--- config.mk ---
export PLATFORM = sky130hd
export DESIGN_NAME = psh_ram
export DESIGN_NICKNAME = d
export VERILOG_FILES = /design/src/rtl/core/psh_ram.sv
export SDC_FILE = /design/constraint.sdc
export NUM_CORES = 1
export LEC_CHECK = 0
export ABC_CLOCK_PERIOD_IN_PS = 2300
export BUFFER_PORTS_ARGS = -buffer_cell sky130_fd_sc_hd__buf_2
export CELL_PAD_IN_SITES_DETAIL_PLACEMENT = 1
export CELL_PAD_IN_SITES_GLOBAL_PLACEMENT = 1
export CORE_MARGIN = 4
export CORE_UTILIZATION = 25
export DETAILED_ROUTE_END_ITERATION = 16
export GPL_TIMING_DRIVEN = 0
export PLACE_DENSITY_LB_ADDON = 0.05
export RECOVER_POWER = 50
export SKIP_CTS_REPAIR_TIMING = 1
export SYNTH_ARGS = -nofsm -noshare
export SYNTH_HDL_FRONTEND = slang
export SYNTH_SLANG_ARGS = --single-unit
--- constraint.sdc ---
create_clock -name clk_i -period 2.3 [get_ports clk_i]
set_clock_uncertainty 0.05 [all_clocks]
set_input_delay 0.575 -clock clk_i [delete_from_list [all_inputs] [get_ports clk_i]]
set_output_delay 0.575 -clock clk_i [all_outputs]
set_load 0.01 [all_outputs]
--- src/rtl/core/psh_ram.sv ---
// Generic single-port synchronous RAM with registered read data.
// No dependencies.
module psh_ram #(
  parameter int Width = 8,
  parameter int Depth = 16
) (
  input  logic                     clk_i,
  input  logic                     we_i,
  input  logic                     re_i,
  input  logic [$clog2(Depth)-1:0] addr_i,
  input  logic [Width-1:0]         wdata_i,
  output logic [Width-1:0]         rdata_o
);
  logic [Width-1:0] mem_q [Depth];
  logic [Width-1:0] rdata_q;

  always_ff @(posedge clk_i) begin
    if (we_i) begin
      mem_q[addr_i] <= wdata_i;
    end
    if (re_i) begin
      rdata_q <= mem_q[addr_i];
    end
  end

  assign rdata_o = rdata_q;
endmodule

Word level (Yosys, flattened, before mapping)
Memory sizes are Yosys's and may differ from the RTL's. A register that Yosys moved wholly into a read port is not among the register bits.
Index checks and enable logic that the tools add are counted.
{ "word_totals": {"inputBits": 15, "n_memories": 1, "mem_bits_rw": 128, "regBits": 0} }
{ "op_classes": {"n_mux": 2} }
{ "memory_table": {"columns": ["memory", "words", "width", "read_ports", "rd_ports_with_merged_regs", "wr", "line_no", "rtl"], "rows": [
  ["mem_q", 16, 8, 1, 1, 1, "14", "logic [Width-1:0] mem_q [Depth];"]
]} }
{ "ops": {"columns": ["cell", "count"], "rows": [
  ["two-way mux 1 bit", 2]
]} }

Logic depth before layout (Yosys ltp)
Gate-level depths: netlist of run 1.
{ "logic_depth": {"ltp_word": 2, "ltp_mapped": 5, "mapped_depth_nobuf": 3} }

Worst setup path after synthesis of run 1
Ideal clock, no wire load.
{ "synth_path": {"kind": "input to register", "start": "input addr_i[2]", "end": "memory mem_q[0][0] (enable)", "n_path_buf": 0, "required_ps": 1867, "stages": 2, "setup_time_ps": 383, "path_slack_ps": 182, "arrival_ps": 1685, "path_cell_list": "or3b_2 -> nor3_1"} }
{ "synth_lines": {"columns": ["item", "line_no", "rtl"], "rows": [
  ["start: declaration", "10", "input logic [$clog2(Depth)-1:0] addr_i,"],
  ["end: declaration", "14", null]
]} }
No word-level cell before the write port.

Final worst setup path of run 1
{ "layout_path": {"start": "input addr_i[0]", "end": "memory mem_q[1][0] (enable)"} }
No word-level cell before the write port.

==> impl_metrics.json, run 1 <==
{
  "status": "complete, no violations",
  "p_leak_nw": 1.92,
  "use_met1_pct": 16.7,
  "fin_util_pct": 30.6,
  "slowest_delay_ns": 0.77,
  "hold_depth": 1,
  "timing.rr.end": "rdata_o[3]",
  "period_needed_ns": 2.20,
  "cellPowerDensity_mw_per_mm2": 942,
  "clk_path_buf_depth": 2,
  "antenna_found_initial": 0,
  "place_inst": 520,
  "holdPathEnd": "rdata_o[3]",
  "grt-ovfl-total": 0,
  "fillers": 2019,
  "placed_area_mm2": 0.00561,
  "rsz0062_at_grt": "yes",
  "netlist.area_leader.share_pct": 79.3,
  "crit_slowest_cell": "nor2_1",
  "ys_warn_count": 0,
  "yosys.area.top_type": "edfxtp_1",
  "vdd_drop_max_v": 0.000377,
  "die_w_um": 151,
  "hold_class": "in -> reg",
  "syn_to_final_growth_pct": 20.5,
  "htreeDepth": 4,
  "grt_pass1_wl_um": 18100,
  "antenna_left": 0,
  "max_freq_ghz": 0.455,
  "r2r_cells": 3,
  "cp_max_fo": 10,
  "drt-wirelength-per-cell_um": 22.9,
  "path_class": "in -> reg",
  "clk_latency_ns": 0.41,
  "worst_slew_pin_slew_ns": 0.918,
  "grt_usage_pct": 11.8,
  "cts_buffers": 17,
  "port_buffers": 20,
  "regArea_mm2": 0.00408,
  "die-area_mm2": 0.0229,
  "design_area_mm2": 0.00620,
  "syn_inst": 230,
  "fin_tns_setup_ns": 0,
  "timing.final.crit_share_pct": 95.5,
  "grt_util_met2_pct": 17.6,
  "r2r-start": "mem_q[7][3]",
  "layout.cells.non_filler": 551,
  "met3_usage_pct": 3.21,
  "cp-start-kind": "primary input",
  "netlist_area_mm2": 0.00515,
  "antennaDiodeCount": 0,
  "rrSetupSlack_ns": 0.70,
  "yosys_register_bits": 136,
  "netlist_top_cells_area": "edfxtp_1, mux4_2, a22oi_1",
  "grt_max_degree": 17,
  "multiInputGateArea_mm2": 0.00104,
  "cp.arrival_ns": 2.18,
  "cp_cell_sequence": "buf_1 > nand2b_1 > nor2_1",
  "ioPinCount": 23,
  "clock_sink_count": 136,
  "fp-row-count": 52,
  "yosysSeqAreaShare_pct": 79.3,
  "cp.required_ns": 2.28,
  "drt_iter0_drc": 104,
  "slew_viol_final": 0,
  "wl_um": 12600,
  "end_kind": "flop",
  "grt_pass1_vias": 2538,
  "vias": 2368,
  "post-dp-hpwl_um": 8130,
  "postSynthAreaPerCell_um2": 22.4,
  "synth_cell_types": 17,
  "design.core.area_mm2": 0.0202,
  "cts-root-buf": "clkbuf_16",
  "first_pass_iters": 4,
  "maxCapViolCount": 0,
  "synth_nets": 245,
  "die_h_um": 151,
  "vias_per_cell": 4.30,
  "initial_core_util_pct": 25.4,
  "tritoncts": "yes",
  "gp_congestion": 0.682,
  "busiest_layer": "met2",
  "hold_viol": 0,
  "layout-drive-gt1-share_pct": 30.2,
  "nNetsFinal": 283,
  "relSlewSlack_pct": 38.5,
  "hp-start": "re_i",
  "finalSetupViolations": 0,
  "drcViolationCount": 0,
  "clk_pin_slew_ns": 0.06
}
-- worst max-delay path: cells and delay by family --
kind | cells | cell delay (ns)
buffers and inverters | 1 | 0.55
and+or+nand+nor | 2 | 1.04
-- cell usage after synthesis --
cell type and count:
edfxtp_1 136, mux4_2 32, a22oi_1 16, nor2_1 13
nand2_1 9, buf_1 4, nor3_1 4, buf_2 2
buf_6 2, clkbuf_1 2, nand2b_1 2, nand3b_1 2
nor2b_1 2, and2_1 1, clkbuf_2 1, nand3_1 1
or3b_2 1
-- registers in the layout, summed over array words and instances (netlist names) --
register  count
mem_q       128
rdata_o       8
-- cell type report --
type                    instances  area share, %
well taps                     270           5.45
multi-input cells              83           16.8
clock buffers                  18           6.92
repair buffers                 20           1.43
clock inverters                14           2.60
flip-flops and latches        136           65.9
plain buffers                  10          0.908
-- cell families after synthesis --
| group | share of synthesized area, % |
|---|---|
| compound gates | 2.33 |
| buf+inv | 1.17 |
| flops | 79.3 |
| mux | 14.0 |
| simple gates | 3.16 |
-- layout by cell type, fill, tap and decap left out --
master / instances
edfxtp_1: 136
mux4_2: 32
clkbuf_16: 17
a22oi_1: 16
buf_2: 13
clkbuf_1: 12
nand2_1: 9
nor2_2: 8
clkinv_1: 7
nor2_1: 5
nor3_2: 4
bufinv_16: 4
buf_1: 3
clkinv_2: 3
nor2b_1: 2
buf_6: 2
nand3b_1: 2
nand2b_1: 2
clkbuf_2: 1
and2_1: 1
nand3_1: 1
or3b_2: 1
-- worst max path at each step --
stage,from,end
3_3_place_gp,addr_i[1],mem_q[8][4]
3_5_place_dp,addr_i[1],mem_q[11][4]
5_1_grt,addr_i[0],mem_q[1][4]
4_1_cts,addr_i[1],mem_q[11][7]
2_1_floorplan,addr_i[2],mem_q[0][0]
6_report,addr_i[0],mem_q[1][0]
-- power breakdown --
group / internal, mW / switching [mW]
logic: 0.100 / 0.183
registers: 2.79 / 0.0115
clock network: 1.78 / 0.971
total: 4.68 / 1.16
-- layer usage --
layer	wire [um]	part of all wire (%)
met5	0	0
met3	403	3.2
met1	6210	49
met2	5850	46
met4	141	1.1
-- stage by stage --
step / hold slack (ns) / worst slack, ns / power (mW)
after floorplan: 0.624 / 0.182 / 3.00
after global placement: 0.722 / -0.711 / 3.15
after detailed placement: 0.723 / -0.690 / 3.15
after CTS: 0.430 / -0.230 / 5.92
after global routing: 0.531 / -0.0444 / 6.04
final: 0.519 / 0.105 / 5.84
Note: power is estimated with default switching activity, not from simulation.
==> run 2, diff against run 1 <==
Settings changed: ABC_AREA from default to 1.
==> impl_metrics.json, run 2 <==
{
  "netlist_area_mm2": 0.00567,
  "largest_reg_flops": 128,
  "antenna_found_initial": 0,
  "layout-drive-gt1-share_pct": 11.5,
  "synth_edf_count": 136,
  "cp_max_fo": 10,
  "grt_max_degree": 17,
  "vias": 3686,
  "holdPathEnd": "rdata_o[0]",
  "drcViolationCount": 0,
  "synth-async-reset-ratio_pct": 0,
  "vdd_drop_max_v": 0.000461,
  "maxCapViolCount": 0,
  "wl_um": 17000,
  "cts-root-buf": "clkbuf_16",
  "die_h_um": 159,
  "max_freq_ghz": 0.422,
  "vias_per_cell": 4.19,
  "worst_slew_pin_slew_ns": 1.14,
  "tritoncts": "yes",
  "gp_congestion": 0.706,
  "rsz0062_at_grt": "yes",
  "clock_sink_count": 136,
  "p_leak_nw": 2.78,
  "clk_latency_ns": 0.41,
  "ioPinCount": 23,
  "synth_nets": 563,
  "whs_ns": 0.529,
  "placed_area_mm2": 0.00613,
  "netlist_top_cells_area": "edfxtp_1, nand2_1, inv_1",
  "mostFrequentLayoutCell": "nand2_1",
  "first_pass_iters": 4,
  "r2r-start": "mem_q[15][0]",
  "syn_to_final_growth_pct": 19.0,
  "hold_class": "in -> reg",
  "hold_viol": 0,
  "cellPowerDensity_mw_per_mm2": 896,
  "design.core.area_mm2": 0.0221,
  "period_needed_ns": 2.37,
  "initial_core_util_pct": 25.7,
  "fillers": 2484,
  "grt_pass1_vias": 3919,
  "hp-start": "re_i",
  "postSynthAreaPerCell_um2": 10.4,
  "die_w_um": 159,
  "hold_depth": 1,
  "synth_most_common_cell": "nand2_1",
  "synth_common_cells": "nand2_1, edfxtp_1, inv_1",
  "violations": "negative setup slack",
  "syn_inst": 548,
  "layout_common_cells": "nand2_1, edfxtp_1, buf_2, inv_1, clkbuf_16",
  "grt-ovfl-total": 0,
  "r2r_cells": 8,
  "synth_top_flop_cell": "edfxtp_1",
  "netlist.area_leader.share_pct": 72.0,
  "path_class": "in -> reg",
  "port_buffers": 21,
  "nNetsFinal": 603,
  "finalSetupViolations": 32,
  "clk_pin_slew_ns": 0.06,
  "yosysSeqAreaShare_pct": 72.0,
  "synth_cell_types": 10,
  "yosys.area.top_type": "edfxtp_1",
  "cp-start-kind": "primary input",
  "timing.final.crit_share_pct": 103,
  "post-dp-hpwl_um": 11500,
  "rrSetupSlack_ns": 1.04,
  "end_kind": "flop",
  "cp.arrival_ns": 2.36,
  "cp.required_ns": 2.29,
  "cts_buffers": 17,
  "drt_iter0_drc": 171,
  "yosys_register_bits": 136,
  "relSlewSlack_pct": 23.8,
  "slew_viol_final": 0,
  "setup_ws_ns": -0.0711,
  "grt_pass1_wl_um": 25300,
  "design_area_mm2": 0.00675,
  "status": "finished, violations left",
  "fin_total_pwr_mw": 6.05,
  "antenna_left": 0,
  "drt-wirelength-per-cell_um": 19.4,
  "clk_path_buf_depth": 2,
  "htreeDepth": 4,
  "largest-register": "mem_q",
  "worstSetupStartpoint": "addr_i[1]",
  "timing.rr.end": "rdata_o[0]",
  "grt_usage_pct": 14.3,
  "ys_warn_count": 0,
  "die-area_mm2": 0.0252,
  "fp-row-count": 54
}
[run 2: changes by cell type in the layout (fill, tap and decap cells not counted), moves of 4 or more]
| cell | change |
|---|---|
| nand2_1 | +337 |
| nor3_2 | -4 |
| nor2_1 | +4 |
| mux4_2 | -32 |
| buf_2 | +12 |
| a22oi_1 | -16 |
| buf_4 | +6 |
| inv_1 | +21 |
| clkinv_1 | -5 |
[run 2: layout make-up]
class	instances	area (um2)	area share, %
sequential	136	4080	60.5
buffer	21	116	1.72
clock buffer	18	429	6.36
multi-input combinational	368	1410	20.9
tap	280	350	5.19
timing repair buffer	21	95.1	1.41
antenna	1	2.50	0.0371
inverter	23	86.3	1.28
clock inverter	12	178	2.63
[run 2: power breakdown]
group	switching (mW)	internal [mW]
logic	0.285	0.0906
registers	0.0129	2.79
clock network	1.06	1.80
[run 2: per-layer routing]
layer	global-route usage [%]	vias to the layer above	part of all wire, %
met5	0	-	0
li1	-	1838	-
met1	20.6	1804	52
met3	2.99	10	2.0
met4	3.41	0	0.78
met2	22.1	34	45
[run 2: worst max-delay path: stages]
cell      delay (ns)
buf_2           0.21
clkbuf_1        0.48
nand3_1         0.37
nor2_1          0.71
[run 2: through the flow]
stage	TNS [ns]	utilization [%]	setup slack, ns	cells
after floorplan	0	-	0.298	548
after global placement	-56.02	27.7	-0.566	849
after detailed placement	-56.97	27.7	-0.573	849
after CTS	-4.95	30.5	-0.129	879
after global routing	-6.18	30.5	-0.210	879
final	-1.22	30.6	-0.0711	880
[run 2: cells by family after synthesis]
kind of cell | synth area share, %
buffers and inverters | 3.57
DFF | 72.0
and+or+nand+nor | 24.4
[run 2: worst max path at each step]
stage | to | slack, ns
after detailed placement | mem_q[15][0] | -0.57
after CTS | mem_q[15][2] | -0.13
after global placement | mem_q[15][3] | -0.57
after floorplan | mem_q[3][0] | 0.30
final | mem_q[10][3] | -0.07
after global routing | mem_q[10][0] | -0.21
