===== config.mk =====
export PLATFORM = sky130hd
export DESIGN_NAME = psh_radius
export DESIGN_NICKNAME = d
export VERILOG_FILES = /design/src/rtl/core/psh_pkg.sv /design/src/rtl/core/psh_radius.sv
export SDC_FILE = /design/constraint.sdc
export NUM_CORES = 2
export LEC_CHECK = 0
export BUFFER_PORTS_ARGS = -buffer_cell sky130_fd_sc_hd__buf_2
export CAP_MARGIN = 20
export CORE_MARGIN = 5
export CORE_UTILIZATION = 50
export CTS_BUF_LIST = sky130_fd_sc_hd__clkbuf_16
export CTS_CLUSTER_DIAMETER = 80
export DETAILED_ROUTE_END_ITERATION = 16
export GPL_TIMING_DRIVEN = 0
export MAX_ROUTING_LAYER = met4
export PLACE_DENSITY_LB_ADDON = 0.3
export SYNTH_ARGS = -nofsm -noshare
export SYNTH_HDL_FRONTEND = slang
export SYNTH_SLANG_ARGS = --single-unit

===== constraint.sdc =====
create_clock -name clk_i -period 10.4 [get_ports clk_i]
set_input_delay 2.08 -clock clk_i [delete_from_list [all_inputs] [get_ports clk_i]]
set_output_delay 2.08 -clock clk_i [all_outputs]
set_load 0.1 [all_outputs]

===== src/rtl/core/psh_pkg.sv =====
// Shared types, sizes and tables for the polar sector histogram.
// No dependencies; every other file of the block but psh_ram uses this package.
package psh_pkg;

  localparam int CoordWidth  = 24;
  localparam int WeightWidth = 16;
  localparam int TotalWidth  = 40;
  localparam int IdxWidth    = 6;
  localparam int CountWidth  = 7;
  localparam int RadWidth    = 23;
  localparam int MaxSectors  = 64;
  localparam int MaxRings    = 64;
  localparam int BinDepth    = MaxSectors * MaxRings;
  localparam int BinAddrW    = $clog2(BinDepth);

  // register indexes on the configuration port
  typedef enum logic [1:0] {
    CFG_SECTOR_COUNT = 2'd0,
    CFG_RING_COUNT   = 2'd1,
    CFG_RING_STEP    = 2'd2,
    CFG_INNER_RADIUS = 2'd3
  } cfg_idx_e;

  typedef enum logic [2:0] {
    COR_IDLE, COR_RUN, COR_PHASE, COR_MUL, COR_DONE
  } cor_state_e;

  typedef enum logic [2:0] {
    RAD_IDLE, RAD_SUM, RAD_ROOT, RAD_CMP, RAD_DIV, RAD_FIN, RAD_DONE
  } rad_state_e;

  typedef enum logic [2:0] {
    TOP_CLEAR, TOP_IDLE, TOP_CALC, TOP_READ, TOP_WRITE
  } top_state_e;

  // arctan(2^-i) in units of 2^-32 turn
  function automatic logic [29:0] atan_turn(input logic [4:0] i);
    logic [29:0] a;
    case (i)
      5'd0:  a = 30'd536870912;
      5'd1:  a = 30'd316933406;
      5'd2:  a = 30'd167458907;
      5'd3:  a = 30'd85004756;
      5'd4:  a = 30'd42667331;
      5'd5:  a = 30'd21354465;
      5'd6:  a = 30'd10679838;
      5'd7:  a = 30'd5340245;
      5'd8:  a = 30'd2670163;
      5'd9:  a = 30'd1335087;
      5'd10: a = 30'd667544;
      5'd11: a = 30'd333772;
      5'd12: a = 30'd166886;
      5'd13: a = 30'd83443;
      5'd14: a = 30'd41722;
      5'd15: a = 30'd20861;
      5'd16: a = 30'd10430;
      5'd17: a = 30'd5215;
      5'd18: a = 30'd2608;
      5'd19: a = 30'd1304;
      5'd20: a = 30'd652;
      5'd21: a = 30'd326;
      5'd22: a = 30'd163;
      5'd23: a = 30'd81;
      5'd24: a = 30'd41;
      5'd25: a = 30'd20;
      5'd26: a = 30'd10;
      5'd27: a = 30'd5;
      5'd28: a = 30'd3;
      5'd29: a = 30'd1;
      5'd30: a = 30'd1;
      default: a = 30'd0;
    endcase
    return a;
  endfunction

endpackage


===== src/rtl/core/psh_radius.sv =====
// Radius unit: squares, bit-serial integer square root, then restoring
// division by the ring step. Depends on psh_pkg.
module psh_radius (
  input  logic                                  clk_i,
  input  logic                                  rst_ni,
  input  logic                                  start_i,
  input  logic signed [psh_pkg::CoordWidth-1:0] x_i,
  input  logic signed [psh_pkg::CoordWidth-1:0] y_i,
  input  logic [psh_pkg::RadWidth-1:0]          inner_i,
  input  logic [psh_pkg::RadWidth-1:0]          step_i,
  input  logic [psh_pkg::CountWidth-1:0]        rings_i,
  output logic [psh_pkg::IdxWidth-1:0]          ring_o,
  output logic                                  hit_o,
  output logic                                  done_o
);
  import psh_pkg::*;

  localparam int SqW = 2 * CoordWidth;

  rad_state_e state_q, state_d;
  logic [SqW-1:0]        ax2_q, ay2_q, n_q, root_q;
  logic [4:0]            k_q;
  logic [CoordWidth-1:0] d_q, q_q, rem_q;
  logic                  hit_q;

  logic [CoordWidth-1:0] ax, ay, r, rem_sh;
  logic [SqW-1:0]        bitv, trial;
  logic                  below;

  assign ax    = x_i[CoordWidth-1] ? CoordWidth'(-x_i) : CoordWidth'(x_i);
  assign ay    = y_i[CoordWidth-1] ? CoordWidth'(-y_i) : CoordWidth'(y_i);
  assign bitv  = SqW'(1) << (6'(SqW - 2) - {k_q, 1'b0});
  assign trial = root_q + bitv;
  assign r     = root_q[CoordWidth-1:0];
  assign below = r < {1'b0, inner_i};
  assign rem_sh = {rem_q[CoordWidth-2:0], d_q[5'(CoordWidth - 1) - k_q]};

  always_ff @(posedge clk_i or negedge rst_ni) begin
    if (!rst_ni) begin
      state_q <= RAD_IDLE;
    end else begin
      state_q <= state_d;
    end
  end

  always_comb begin
    state_d = state_q;
    case (state_q)
      RAD_IDLE, RAD_DONE: if (start_i) state_d = RAD_SUM;
      RAD_SUM:  state_d = RAD_ROOT;
      RAD_ROOT: if (k_q == 5'(CoordWidth - 1)) state_d = RAD_CMP;
      RAD_CMP:  state_d = below ? RAD_DONE : RAD_DIV;
      RAD_DIV:  if (k_q == 5'(CoordWidth - 1)) state_d = RAD_FIN;
      RAD_FIN:  state_d = RAD_DONE;
      default:  state_d = RAD_IDLE;
    endcase
  end

  // datapath
  always_ff @(posedge clk_i) begin
    case (state_q)
      RAD_IDLE, RAD_DONE: begin
        if (start_i) begin
          ax2_q <= SqW'(ax) * SqW'(ax);
          ay2_q <= SqW'(ay) * SqW'(ay);
        end
      end
      RAD_SUM: begin
        n_q    <= ax2_q + ay2_q;
        root_q <= '0;
        k_q    <= '0;
      end
      RAD_ROOT: begin
        k_q <= k_q + 5'd1;
        if (n_q >= trial) begin
          n_q    <= n_q - trial;
          root_q <= (root_q >> 1) + bitv;
        end else begin
          root_q <= root_q >> 1;
        end
      end
      RAD_CMP: begin
        hit_q <= 1'b0;
        d_q   <= r - {1'b0, inner_i};
        rem_q <= '0;
        q_q   <= '0;
        k_q   <= '0;
      end
      RAD_DIV: begin
        k_q <= k_q + 5'd1;
        if (rem_sh >= {1'b0, step_i}) begin
          rem_q <= rem_sh - {1'b0, step_i};
          q_q   <= {q_q[CoordWidth-2:0], 1'b1};
        end else begin
          rem_q <= rem_sh;
          q_q   <= {q_q[CoordWidth-2:0], 1'b0};
        end
      end
      RAD_FIN: hit_q <= q_q < CoordWidth'(rings_i);
      default: ;
    endcase
  end

  assign ring_o = q_q[IdxWidth-1:0];
  assign hit_o  = hit_q;
  assign done_o = (state_q == RAD_DONE);
endmodule


* After elaboration in Yosys (flattened, before gate mapping)
Cells that the tools add are included.
** Storage, ports and cells
- Register bits after elaboration :: 272
- Output and inout port bits :: 8
** Cells by class
- $add $sub $neg :: 11
- Multipliers :: 2
- $lt $le $gt $ge :: 5
- Equal/unequal tests :: 11
- Shift operators :: 1
- Muxes and demuxes :: 19
- Reduce and logical (&&, ||, !) cells :: 11
** Operators with widths (number)
- $pmux 48 s2 :: 2
- $add 48x48->48 :: 2
- $mul 24x24->48 :: 2
- $mux 48 :: 2
- $add 47x48->48 :: 1
- $ge 48x48->1 :: 1
- $mux 24 :: 2
- $neg 24->24 :: 2
- $pmux 24 s2 :: 1
- $shl 1x6->48 const A :: 1
- $sub 48x48->48 :: 1
- $pmux 23 s2 :: 1
- $ge 24x23->1 :: 1
- $lt 24x23->1 :: 1
- $lt 24x7->1 :: 1
- $sub 24x23->24 :: 1
- $mux 23 :: 1
- $sub 23x23->23 :: 1
- $pmux 3 s6 :: 1
- $pmux 5 s2 :: 1
- $eq 3x3->1 const B :: 3
- $mux 3 :: 3
- $ne 2x2->1 const B :: 4
- $reduce_bool 2->1 :: 4
- 15 further kinds :: 20

* Longest topological paths before layout
- Depth in word-level cells :: 6
- Depth in mapped cells :: 36
- Mapped depth without buffers :: 34

* Least setup slack after synthesis
No wires, ideal clock.
- Kind :: in2reg
- Start :: input port x_i[0] (netlist name)
- End :: register ax2_q[45] (data pin)
- Arrival time :: 10.253 ns
- Required time :: 10.126 ns
- Setup slack :: -0.127 ns
- Stages on the path :: 34
- Path buffers :: 4
- Path through :: clkbuf_1 inv_1 clkbuf_1 ha_1 nand3_1 o21ai_0 xor2_1 inv_1 clkbuf_1 clkbuf_1 nand2_1 fa_1 inv_1 fa_1 inv_1 fa_1 inv_1 fa_1 fa_1 fa_1 inv_1 fa_1 inv_1 ha_1 and3_1 nand2_1 a2111oi_0 nand2_1 o22ai_1 a21oi_1 o211ai_1 nand2_1 o41ai_1 xor2_1
** Between the ends
- Word-level cells in the longest chain between the ends :: 3
** Ends and longest elaborated chain
- from (decl) :: RTL line psh_radius.sv:7 : input logic signed [psh_pkg::CoordWidth-1:0] x_i,
- $neg 24->24 :: RTL line psh_radius.sv:30 : assign ax = x_i[CoordWidth-1] ? CoordWidth'(-x_i) : CoordWidth'(x_i);
- $mux 24 (*) :: RTL line psh_radius.sv:30
- $mul 24x24->48 (*) :: RTL line psh_radius.sv:64 : ax2_q <= SqW'(ax) * SqW'(ax);
- to (signal assigned) :: RTL line psh_radius.sv:64
- to (decl) :: RTL line psh_radius.sv:21 : logic [SqW-1:0] ax2_q, ay2_q, n_q, root_q;
Mark *: on every way between the ends. The rest lies on a longest branch, timed or not.
A chain may end at the register's enable or synchronous reset.

* Worst setup path in the final report
- Start :: input port x_i[3] (netlist name)
- End :: register ax2_q[47] (data pin)
The elaborated chain is that of the path after synthesis.

==> results.txt <==
Post-synth EDFFs: 267
Area contributors post-synth: fa_1, edfxtp_1, ha_1, inv_1, nand2_1
Placer Congestion: 0.975
share of post-route cells with drive strength above 1: 0.0869
Vias: 41939
Mapped Cells: 5862
fin crit share: 0.976
Routed WL: 143000 microns
final hold vios: 0
Worst Skew: 0.0433 ns
CTS tree: built
Largest delay share family, worst path: adder cells
Die H: 336 microns
Final setup viols: 0
hold_buf cts: 0
IO Count: 112
Yosys cell types: 94
setup TNS: 0 ns
Syn Std Cell Area: 0.0532 sq mm
synthesis-to-finish area growth: 10.5%
routed vias/inst: 5.57
Routed wire per std cell: 19.1 microns
die width: 336 microns
first-pass GRT wire length: 229000 microns
Initial Utilization: 0.504
sequential area share after synthesis: 0.152
clk_lat worst skew: 0.57 ns
required time of the worst setup path: 10.68 ns
crit path capture type: flop
crit path max fanout: 10
RSZ-0062 raised after global routing: yes
initial drt markers: 2936
Yosys top cell by area: fa_1
vias in the first global route: 43471
hpwl dp: 118000 microns
DRT Pass-1 Iters: 7
maxcap violations: 0
outcome: complete, no violations
largest net degree at the start of global routing: 34
commonest register cell after synthesis: edfxtp_1
grt total ovfl: 0
nets: 7603
commonest non-fill, non-tap cell in the layout: inv_1
Mapped Avg Cell Area: 9.08 sq um
H-tree level count: 2
most used cell, CP: fa_1
Hold Path Class: flop to flop
Core Area: 0.106 sq mm
clk sinks: 270
# rows: 119
fin. max-slew vios: 0
WS Path Type: input pin to flop
CP peak stage delay: 0.56 ns
top-area cell type share of the netlist area: 0.319
total CTS buffers: 37
commonest non-fill, non-tap cells in the layout: inv_1, fa_1, nand2_1, ha_1, nor2_1
GRT Total Usage: 0.261
ys async rst share: 0.0111
worst-margin pin slew: 1.26 ns
DP Area: 0.0560 sq mm
Worst Hold Margin: 0.582 ns
Ys Warns: 0
initial antenna violation count: 1
die area: 0.113 sq mm
Tmin final: 10.15 ns
fin area: 0.0588 sq mm
WP data arrival: 10.43 ns
Root Buffer: clkbuf_16
worst path buffer plus inverter count: 7
Slew HR: 0.153
critical path launch point type: input pin
Port Buffers: 110
DRC violations left: 0
flops & latches, synth: 270
Worst path slowest cell: fa_1
Reg2Reg Setup Slack: 1.37 ns
Clock Pin Slew Worst Setup and Hold Paths: 0.06 ns
Finished Core Util: 0.557
deepest clock path buffer count: 3
Final ANT Viol Nets: 0
fmax: 98.6 MHz
through the flow:
stage | instances | worst slack [ns]
5_1_grt | 7528 | -0.0888
3_3_place_gp | 7395 | -2.83
2_1_floorplan | 5894 | 0.0452
6_report | 7528 | 0.253
4_1_cts | 7497 | 0.00817
3_5_place_dp | 7420 | -2.65
cell families after synthesis:
family,synth area share
compound gates,0.114
xor+xnor,0.0568
fa+ha+maj,0.447
buf+inv,0.103
flops,0.152
mux,0.00900
other cells,0.000141
simple gates,0.118
final cells by class:
class / instances / area [sq um]
fill: 9351 / 46800
multi-input combinational: 4183 / 40800
sequential: 270 / 8090
inverter: 1277 / 4830
tap: 1391 / 1740
timing repair buffer: 188 / 1240
clock buffer: 38 / 951
buffer: 150 / 846
clock inverter: 30 / 332
antenna: 1 / 2.50
sequential cells by signal, summed over array words and instances (netlist names), 5 cells and up:
| signal | cells |
|---|---|
| n_q | 48 |
| root_q | 48 |
| ax2_q | 47 |
| ay2_q | 47 |
| d_q | 24 |
| q_q | 24 |
| rem_q | 23 |
| k_q | 5 |
cell usage after synthesis (all sizes together) (71+ instances only):
master  instances
fa            849
nor2          491
edfxtp        267
ha            543
clkbuf        137
xnor2         194
o21ai         208
nand2         541
a21oi         267
a31oi          71
inv          1276
a21o          131
xor2          148
repair_timing:
action | CTS | global route
hold endpoints to repair | 0 | 0
pin swaps | 12 | 42
resized for setup | 154 | 170
setup endpoints to repair | 63 | 35
buffers inserted | 17 | 36
final timing paths:
kind	from	endpoint	cells after the start
min in group asynchronous	rst_ni	state_q[0]	1
hold reg to reg	q_q[13]	q_q[14]	1
max in group asynchronous	rst_ni	state_q[2]	1
setup / recovery	x_i[3]	ax2_q[47]	33
hold / removal	q_q[13]	q_q[14]	1
setup reg to reg	k_q[0]	n_q[19]	29
routing by layer:
metal  global-route usage  part of all wire
met2                0.438              0.48
met1                0.335              0.40
met4               0.0735             0.035
met3               0.0361             0.078
met5                    -                 0
Power is left out: the tool's default activity adds up to more than one toggle a clock period on the data nets, which glitch-free logic cannot reach.
