$ cat src/rtl/core/psh_pkg.sv
// Shared types, sizes and tables for the polar sector histogram.
// No dependencies; every other file of the block but psh_ram uses this package.
package psh_pkg;

  localparam int CoordWidth  = 24;
  localparam int WeightWidth = 16;
  localparam int TotalWidth  = 40;
  localparam int IdxWidth    = 6;
  localparam int CountWidth  = 7;
  localparam int RadWidth    = 23;
  localparam int MaxSectors  = 64;
  localparam int MaxRings    = 64;
  localparam int BinDepth    = MaxSectors * MaxRings;
  localparam int BinAddrW    = $clog2(BinDepth);

  // register indexes on the configuration port
  typedef enum logic [1:0] {
    CFG_SECTOR_COUNT = 2'd0,
    CFG_RING_COUNT   = 2'd1,
    CFG_RING_STEP    = 2'd2,
    CFG_INNER_RADIUS = 2'd3
  } cfg_idx_e;

  typedef enum logic [2:0] {
    COR_IDLE, COR_RUN, COR_PHASE, COR_MUL, COR_DONE
  } cor_state_e;

  typedef enum logic [2:0] {
    RAD_IDLE, RAD_SUM, RAD_ROOT, RAD_CMP, RAD_DIV, RAD_FIN, RAD_DONE
  } rad_state_e;

  typedef enum logic [2:0] {
    TOP_CLEAR, TOP_IDLE, TOP_CALC, TOP_READ, TOP_WRITE
  } top_state_e;

  // arctan(2^-i) in units of 2^-32 turn
  function automatic logic [29:0] atan_turn(input logic [4:0] i);
    logic [29:0] a;
    case (i)
      5'd0:  a = 30'd536870912;
      5'd1:  a = 30'd316933406;
      5'd2:  a = 30'd167458907;
      5'd3:  a = 30'd85004756;
      5'd4:  a = 30'd42667331;
      5'd5:  a = 30'd21354465;
      5'd6:  a = 30'd10679838;
      5'd7:  a = 30'd5340245;
      5'd8:  a = 30'd2670163;
      5'd9:  a = 30'd1335087;
      5'd10: a = 30'd667544;
      5'd11: a = 30'd333772;
      5'd12: a = 30'd166886;
      5'd13: a = 30'd83443;
      5'd14: a = 30'd41722;
      5'd15: a = 30'd20861;
      5'd16: a = 30'd10430;
      5'd17: a = 30'd5215;
      5'd18: a = 30'd2608;
      5'd19: a = 30'd1304;
      5'd20: a = 30'd652;
      5'd21: a = 30'd326;
      5'd22: a = 30'd163;
      5'd23: a = 30'd81;
      5'd24: a = 30'd41;
      5'd25: a = 30'd20;
      5'd26: a = 30'd10;
      5'd27: a = 30'd5;
      5'd28: a = 30'd3;
      5'd29: a = 30'd1;
      5'd30: a = 30'd1;
      default: a = 30'd0;
    endcase
    return a;
  endfunction

endpackage

$ cat src/rtl/core/psh_cordic.sv
// Angle unit: iterative CORDIC vectoring, one step per cycle, then sector.
// Depends on psh_pkg (widths, state type, arctangent table).
module psh_cordic (
  input  logic                                  clk_i,
  input  logic                                  rst_ni,
  input  logic                                  start_i,
  input  logic signed [psh_pkg::CoordWidth-1:0] x_i,
  input  logic signed [psh_pkg::CoordWidth-1:0] y_i,
  input  logic [psh_pkg::CountWidth-1:0]        sectors_i,
  output logic [psh_pkg::IdxWidth-1:0]          sector_o,
  output logic                                  done_o
);
  import psh_pkg::*;

  localparam int VecW = CoordWidth + 20;
  localparam int ZW   = 35;

  cor_state_e state_q, state_d;
  logic signed [VecW-1:0] cx_q, cy_q;
  logic signed [ZW-1:0]   z_q;
  logic [4:0]             it_q;
  logic [32:0]            ph_q;
  logic [IdxWidth-1:0]    sec_q;

  logic                   axis;
  logic signed [VecW-1:0] cx0, cy0, sx, sy;
  logic signed [ZW-1:0]   at, p;
  logic [39:0]            prod;
  logic [7:0]             sec_full;

  // on an axis the phase is exact and no iterations run
  assign axis = (x_i == '0) || (y_i == '0);
  assign cx0  = {{(VecW-CoordWidth-16){x_i[CoordWidth-1]}}, x_i, 16'h0};
  assign cy0  = {{(VecW-CoordWidth-16){y_i[CoordWidth-1]}}, y_i, 16'h0};
  assign sx   = cx_q >>> it_q;
  assign sy   = cy_q >>> it_q;
  assign at   = {{(ZW-30){1'b0}}, atan_turn(it_q)};
  assign p    = z_q + (ZW'(1) <<< 31);
  assign prod = 40'(ph_q) * 40'(sectors_i);
  assign sec_full = prod[39:32];

  always_ff @(posedge clk_i or negedge rst_ni) begin
    if (!rst_ni) begin
      state_q <= COR_IDLE;
    end else begin
      state_q <= state_d;
    end
  end

  always_comb begin
    state_d = state_q;
    case (state_q)
      COR_IDLE, COR_DONE: begin
        if (start_i) state_d = axis ? COR_MUL : COR_RUN;
      end
      COR_RUN:   if (it_q == 5'd31) state_d = COR_PHASE;
      COR_PHASE: state_d = COR_MUL;
      COR_MUL:   state_d = COR_DONE;
      default:   state_d = COR_IDLE;
    endcase
  end

  // datapath
  always_ff @(posedge clk_i) begin
    case (state_q)
      COR_IDLE, COR_DONE: begin
        if (start_i) begin
          it_q <= '0;
          if (y_i == '0) begin
            ph_q <= x_i[CoordWidth-1] ? 33'h1_0000_0000 : 33'h0_8000_0000;
          end else if (x_i == '0) begin
            ph_q <= y_i[CoordWidth-1] ? 33'h0_4000_0000 : 33'h0_C000_0000;
          end else if (x_i[CoordWidth-1]) begin
            // quarter-turn pre-rotation into the right half plane
            if (!y_i[CoordWidth-1]) begin
              cx_q <= cy0;
              cy_q <= -cx0;
              z_q  <= ZW'(1) <<< 30;
            end else begin
              cx_q <= -cy0;
              cy_q <= cx0;
              z_q  <= -(ZW'(1) <<< 30);
            end
          end else begin
            cx_q <= cx0;
            cy_q <= cy0;
            z_q  <= '0;
          end
        end
      end
      COR_RUN: begin
        it_q <= it_q + 5'd1;
        if (cy_q > 0) begin
          cx_q <= cx_q + sy;
          cy_q <= cy_q - sx;
          z_q  <= z_q + at;
        end else if (cy_q < 0) begin
          cx_q <= cx_q - sy;
          cy_q <= cy_q + sx;
          z_q  <= z_q - at;
        end
      end
      COR_PHASE: begin
        // clamp to [0, full turn]
        if (p < 0) ph_q <= '0;
        else if (p > (ZW'(1) <<< 32)) ph_q <= 33'h1_0000_0000;
        else ph_q <= p[32:0];
      end
      COR_MUL: begin
        if (sec_full >= {1'b0, sectors_i}) sec_q <= IdxWidth'(sectors_i - 7'd1);
        else sec_q <= sec_full[IdxWidth-1:0];
      end
      default: ;
    endcase
  end

  assign sector_o = sec_q;
  assign done_o   = (state_q == COR_DONE);
endmodule

$ cat config.mk
export PLATFORM = sky130hd
export DESIGN_NAME = psh_cordic
export DESIGN_NICKNAME = d
export VERILOG_FILES = /design/src/rtl/core/psh_pkg.sv /design/src/rtl/core/psh_cordic.sv
export SDC_FILE = /design/constraint.sdc
export NUM_CORES = 2
export LEC_CHECK = 0
export BUFFER_PORTS_ARGS = -buffer_cell sky130_fd_sc_hd__buf_2
export CAP_MARGIN = 15
export CORE_MARGIN = 10
export CORE_UTILIZATION = 65
export DETAILED_ROUTE_END_ITERATION = 16
export PLACE_DENSITY_LB_ADDON = 0.15
export SKIP_CTS_REPAIR_TIMING = 1
export SKIP_LAST_GASP = 1
export SYNTH_ARGS = -nofsm -noshare
export SYNTH_HDL_FRONTEND = slang
export SYNTH_SLANG_ARGS = --single-unit
$ cat constraint.sdc
create_clock -name clk_i -period 9.7 [get_ports clk_i]
set_input_delay 1.94 -clock clk_i [delete_from_list [all_inputs] [get_ports clk_i]]
set_output_delay 1.94 -clock clk_i [all_outputs]
set_load 0.02 [all_outputs]
Yosys cells after proc, flatten, opt, wreduce, memory -nomap -nowiden. Memory sizes are Yosys's and may differ from the RTL's. A register that Yosys moved wholly into a read port is not among the register bits. Index checks and enable logic that the tools add are counted.

Bits in latches: 0. Register bits after elaboration: 170. ROM bits: 960. Input bits: 58. Bits in writable memories: 0. Logic and storage cells: 89. Memories: 1.

Order comparisons: 5. Add/subtract/negate cells: 11. Reduce and logical (&&, ||, !) cells: 11. Bitwise gates (word level): 0. Equal/unequal tests: 11. Mux-type cells: 40. Multiply operators: 1. Shift-type cells: 2. Divide/modulo/power cells: 0.

Memories: (name not given) (words 32, width 30, rd ports 1, clocked after memory_dff 1, write ports 0, line psh_pkg.sv:39) `case (i)`.

Operator list (count): $mux 44 (14); $mux 35 (7); $mux 33 (6); $pmux 44 s2 (2); $add 44x44->44 (2); $neg 40->44 (2); $sshr 44x5->44 (2); $sub 44x44->44 (2); $pmux 35 s2 (1); $pmux 33 s2 (1); $logic_not 24->1 (2); $gt 44x1->1 const B (1); $lt 44x1->1 const B (1); $mul 33x7->40 (1); $add 35x31->35 (1); $add 35x33->35 const B (1); $gt 35x34->1 const B (1); $lt 35x1->1 const B (1); $sub 35x31->35 (1); $mux 32 (1); $pmux 3 s4 (1); $mux 5 (2); $pmux 5 s2 (1); $ge 8x7->1 (1); other kinds (18) (26).

Depth between registers and ports, before layout.
Depth after elaboration: 7. Depth in mapped cells: 31. Depth with buffers taken out: 29.

Least setup slack after synthesis. No wires, ideal clock.

Kind: in2reg. Start point: in y_i[0] in the netlist's numbering. End point: reg cx_q[0], enable pin. Slack: 0.977 ns. Cell stages on the path: 11. Path buffers: 0. Arrival time: 8.116 ns. Setup time: 0.606 ns. Data required time: 9.094 ns. Cell sequence: inv_1 -> ha_1 -> nand2_1 -> or3_1 -> or4_1 -> nor2_1 -> nand2_1 -> nor3_1 -> a21oi_1 -> a31oi_1 -> nor2_1.

Longest elaborated chain between the ends: 3.

RTL lines: from (decl) (line psh_cordic.sv:8) `input logic signed [psh_pkg::CoordWidth-1:0] y_i,`; $logic_not 24->1 (line psh_cordic.sv:69) `if (y_i == '0) begin`; $ne 2x2->1 (no source line); $reduce_and 5->1 (no source line); to (signal assigned) (line psh_cordic.sv:76) `cx_q <= cy0;`; to (signal assigned) (line psh_cordic.sv:80) `cx_q <= -cy0;`; to (signal assigned) (line psh_cordic.sv:94) `cx_q <= cx_q + sy;`; to (decl) (line psh_cordic.sv:19) `logic signed [VecW-1:0] cx_q, cy_q;`.

No other way between the ends. A chain may end at the register's enable or synchronous reset.

Worst setup path after layout.
Start point: in sectors_i[5] in the netlist's numbering. End point: reg sec_q[5], in the netlist sector_o[5] (data pin).

Longest elaborated chain between the ends: 3. Elaborated cells on any way between the ends: 4. Classes of those cells: add/sub (1); mul (1); order compare (1); mux (1).

RTL lines: from (decl) (line psh_cordic.sv:9) `input logic [psh_pkg::CountWidth-1:0] sectors_i,`; $mul 33x7->40 (line psh_cordic.sv:39) `assign prod = 40'(ph_q) * 40'(sectors_i);`; $ge 8x7->1 (line psh_cordic.sv:110) `if (sec_full >= {1'b0, sectors_i}) sec_q <= IdxWidth'(sectors_i - 7'd1);`; $mux 6 (*) (line psh_cordic.sv:110); to (signal assigned) (line psh_cordic.sv:110); to (signal assigned) (line psh_cordic.sv:111) `else sec_q <= sec_full[IdxWidth-1:0];`; to (decl) (line psh_cordic.sv:23) `logic [IdxWidth-1:0] sec_q;`.

Every way passes the cells marked *; elsewhere a longest branch is shown, timed or not.

==> results.py <==
metrics = {
    "synth": {
        "synthTopCellsByArea": "edfxtp_1 16%, fa_1 10%, ha_1 8.0%",
        "synth_top_area_share_pct": 16.2,
        "syn_area_um2": 31000,
        "ys_seq_elements": 200,
        "yosysTopAreaCell": "edfxtp_1",
        "synth_cells": 3541,
        "syn_nets": 3954,
        "ys_warn_count": 0,
        "synth-edff-count": 167,
        "yosysSeqAreaShare_pct": 18.4,
        "postSynth.asyncResetShare_pct": 1.50,
        "synth-main-ff-cell": "edfxtp_1",
        "synth_area_per_cell_um2": 8.76,
        "yosys.cell_types.count": 98,
    },
    "setup_path": {
        "cp-start-kind": "input pin",
        "r2r_end": "cx_q[39]$_DFFE_PP_",
        "path_max_fanout": 35,
        "rr_startpoint": "it_q[3]$_DFFE_PP_",
        "max_stage_delay_ns": 0.56,
        "ff2ff_path_depth": 22,
        "endpoint": "sector_o[5]$_DFFE_PP_",
        "crit_start": "sectors_i[5]",
        "cp_num_buf_inv": 4,
        "critPathTopFamily": "adder cells",
        "required_ns": 9.98,
        "cp.arrival_ns": 9.11,
        "slowest_stage": "fa_1",
        "path_class": "input pin to flip-flop",
        "endpoint_kind": "flip-flop",
        "crit_cells": 27,
        "reg2reg_setup_slack_ns": 1.04,
    },
    "place": {
        "hpwl_um": 84200,
        "dp_cells": 4083,
        "portBuffers": 64,
        "place_congestion": 1.10,
    },
    "clock_network": {
        "cts-buffers-inserted": 17,
        "cts_buffer_depth": 2,
        "clock_latency_ns": 0.52,
        "clockRootBuffer": "clkbuf_16",
        "cts_sinks": 200,
        "clk_pin_slew_ns": 0.10,
        "cts_tree": "yes",
        "cts_max_level": 4,
    },
    "global_routing": {
        "antenna_found_initial": 6,
        "grt_util_all_layers_pct": 37.7,
        "grt_pass1_vias": 28289,
        "grt_max_degree": 92,
        "grt_pass1_wl_um": 167000,
        "grt_overflow_total": 0,
    },
    "detailed_routing": {
        "drtIter0Drc": 4173,
        "totalWireLength_um": 109000,
        "num_vias": 29654,
        "viasPerCell": 7.20,
        "drc": 0,
        "first_pass_iters": 6,
        "drtAntennaViolNets": 0,
        "routedWlPerCell_um": 26.5,
    },
    "die": {
        "fp-row-count": 79,
        "start_util_pct": 66.2,
        "die_height_um": 238,
        "die_x_um": 238,
        "io_pins": 65,
        "coreArea_um2": 46900,
        "dieArea_um2": 56800,
    },
    "sta": {
        "min_period_ns": 8.83,
        "fmax_mhz": 113,
        "tightest_slew_ns": 1.24,
        "hold_viol": 0,
        "min_period_over_period_pct": 91.0,
        "slew_viol_final": 0,
        "fin_setup_tns_ns": 0,
        "worst_clock_skew_ns": 0.0197,
        "setup_violations": 0,
        "slew_headroom_pct": 17.3,
        "rsz0062_at_grt": "no",
    },
    "run": {
        "max-cap-violations": 0,
    },
    "final_layout": {
        "final_common_cell": "nand2_1",
        "fin_nets": 3911,
        "instances_no_fill": 4119,
        "drive_gt1_share_pct": 10.6,
        "mostFrequentLayoutCells": "310 x nand2_1, 240 x nor2_1, 228 x and2_1",
        "area_growth_syn_to_layout_pct": 4.68,
    },
    "hold_path": {
        "hp-class": "flip-flop to flip-flop",
    },
    "status": {
        "status": "finished, final reports clean",
    },
}
## worst min-delay path by stage
stage	from	end	cells after the start
floorplan	state_q[2]$_DFFE_PN0P_	state_q[0]$_DFFE_PN0P_	1
global placement	z_q[20]$_SDFFCE_PN0P_	ph_q[20]$_SDFFCE_PP0P_	1
detailed placement	z_q[20]$_SDFFCE_PN0P_	ph_q[20]$_SDFFCE_PP0P_	1
CTS	z_q[20]$_SDFFCE_PN0P_	ph_q[20]$_SDFFCE_PP0P_	1
global route	z_q[5]$_SDFFCE_PN0P_	ph_q[5]$_SDFFCE_PP0P_	1
finish	z_q[20]$_SDFFCE_PN0P_	ph_q[20]$_SDFFCE_PP0P_	1
## final cells by class
cell class                 count  area, µm²
inverter                     210        788
clock buffer                  17        425
fill                        3610      14400
sequential                   200       5690
clock inverter                15        221
multi-input combinational   2946      23800
tap                          607        759
timing repair buffer         123        812
antenna                        1       2.50
## kinds of logic after synthesis
family                   share of synthesized area (%)
flip-flops                                        18.4
multiplexers                                      12.9
XOR/XNOR                                          7.32
buffers and inverters                             5.19
adder cells (fa/ha/maj)                           18.1
AO/OA/AOI/OAI                                     19.3
AND/OR/NAND/NOR                                   18.8
## layer usage
layer,global-route usage [%],vias up,wire length (µm)
met2,55.7,2143,46300
met4,15.2,6,4770
met5,0,-,50
li1,-,12828,-
met3,12.1,325,14800
met1,50.5,14352,43200
## synthesized netlist by cell type (20+ instances only)
cell type,n
nand2_1,310
nor2_1,243
and2_1,228
o21ai_0,222
a21oi_1,216
inv_1,208
ha_1,199
edfxtp_1,167
fa_1,156
xnor2_1,136
xor2_1,123
clkbuf_1,116
mux4_2,103
mux2i_1,95
a21o_1,92
o211ai_1,64
nand3_1,63
mux2_2,59
nor3_1,50
a31oi_1,39
nand2b_1,38
buf_2,36
nor2b_1,35
nor4_1,31
o22ai_1,31
dfxtp_1,30
and3_1,25
nand4_1,24
a211oi_1,23
or3_1,23
o21a_1,22
a22oi_1,20
o31ai_1,20
## per-stage QoR
| step | setup WS (ns) | area, µm² | hold slack, ns | util [%] |
|---|---|---|---|---|
| 2_1_floorplan | 0.977 | 31000 | 0.524 | - |
| 3_3_place_gp | 0.608 | 31800 | 0.586 | 67.8 |
| 3_5_place_dp | 0.445 | 31800 | 0.598 | 67.8 |
| 4_1_cts | 0.962 | 32400 | 0.637 | 69.2 |
| 5_1_grt | 0.527 | 32500 | 0.668 | 69.3 |
| 6_report | 0.869 | 32500 | 0.636 | 69.3 |
## flip-flops by register name, summed over array words and instances, names as in the netlist
signal	cells
cy_q	44
sector_o	6
state_q	3
at	30
ph_q	33
it_q	5
z_q	35
cx_q	44
Power is left out: the tool's default activity adds up to more than one toggle a clock period on the data nets, which glitch-free logic cannot reach.
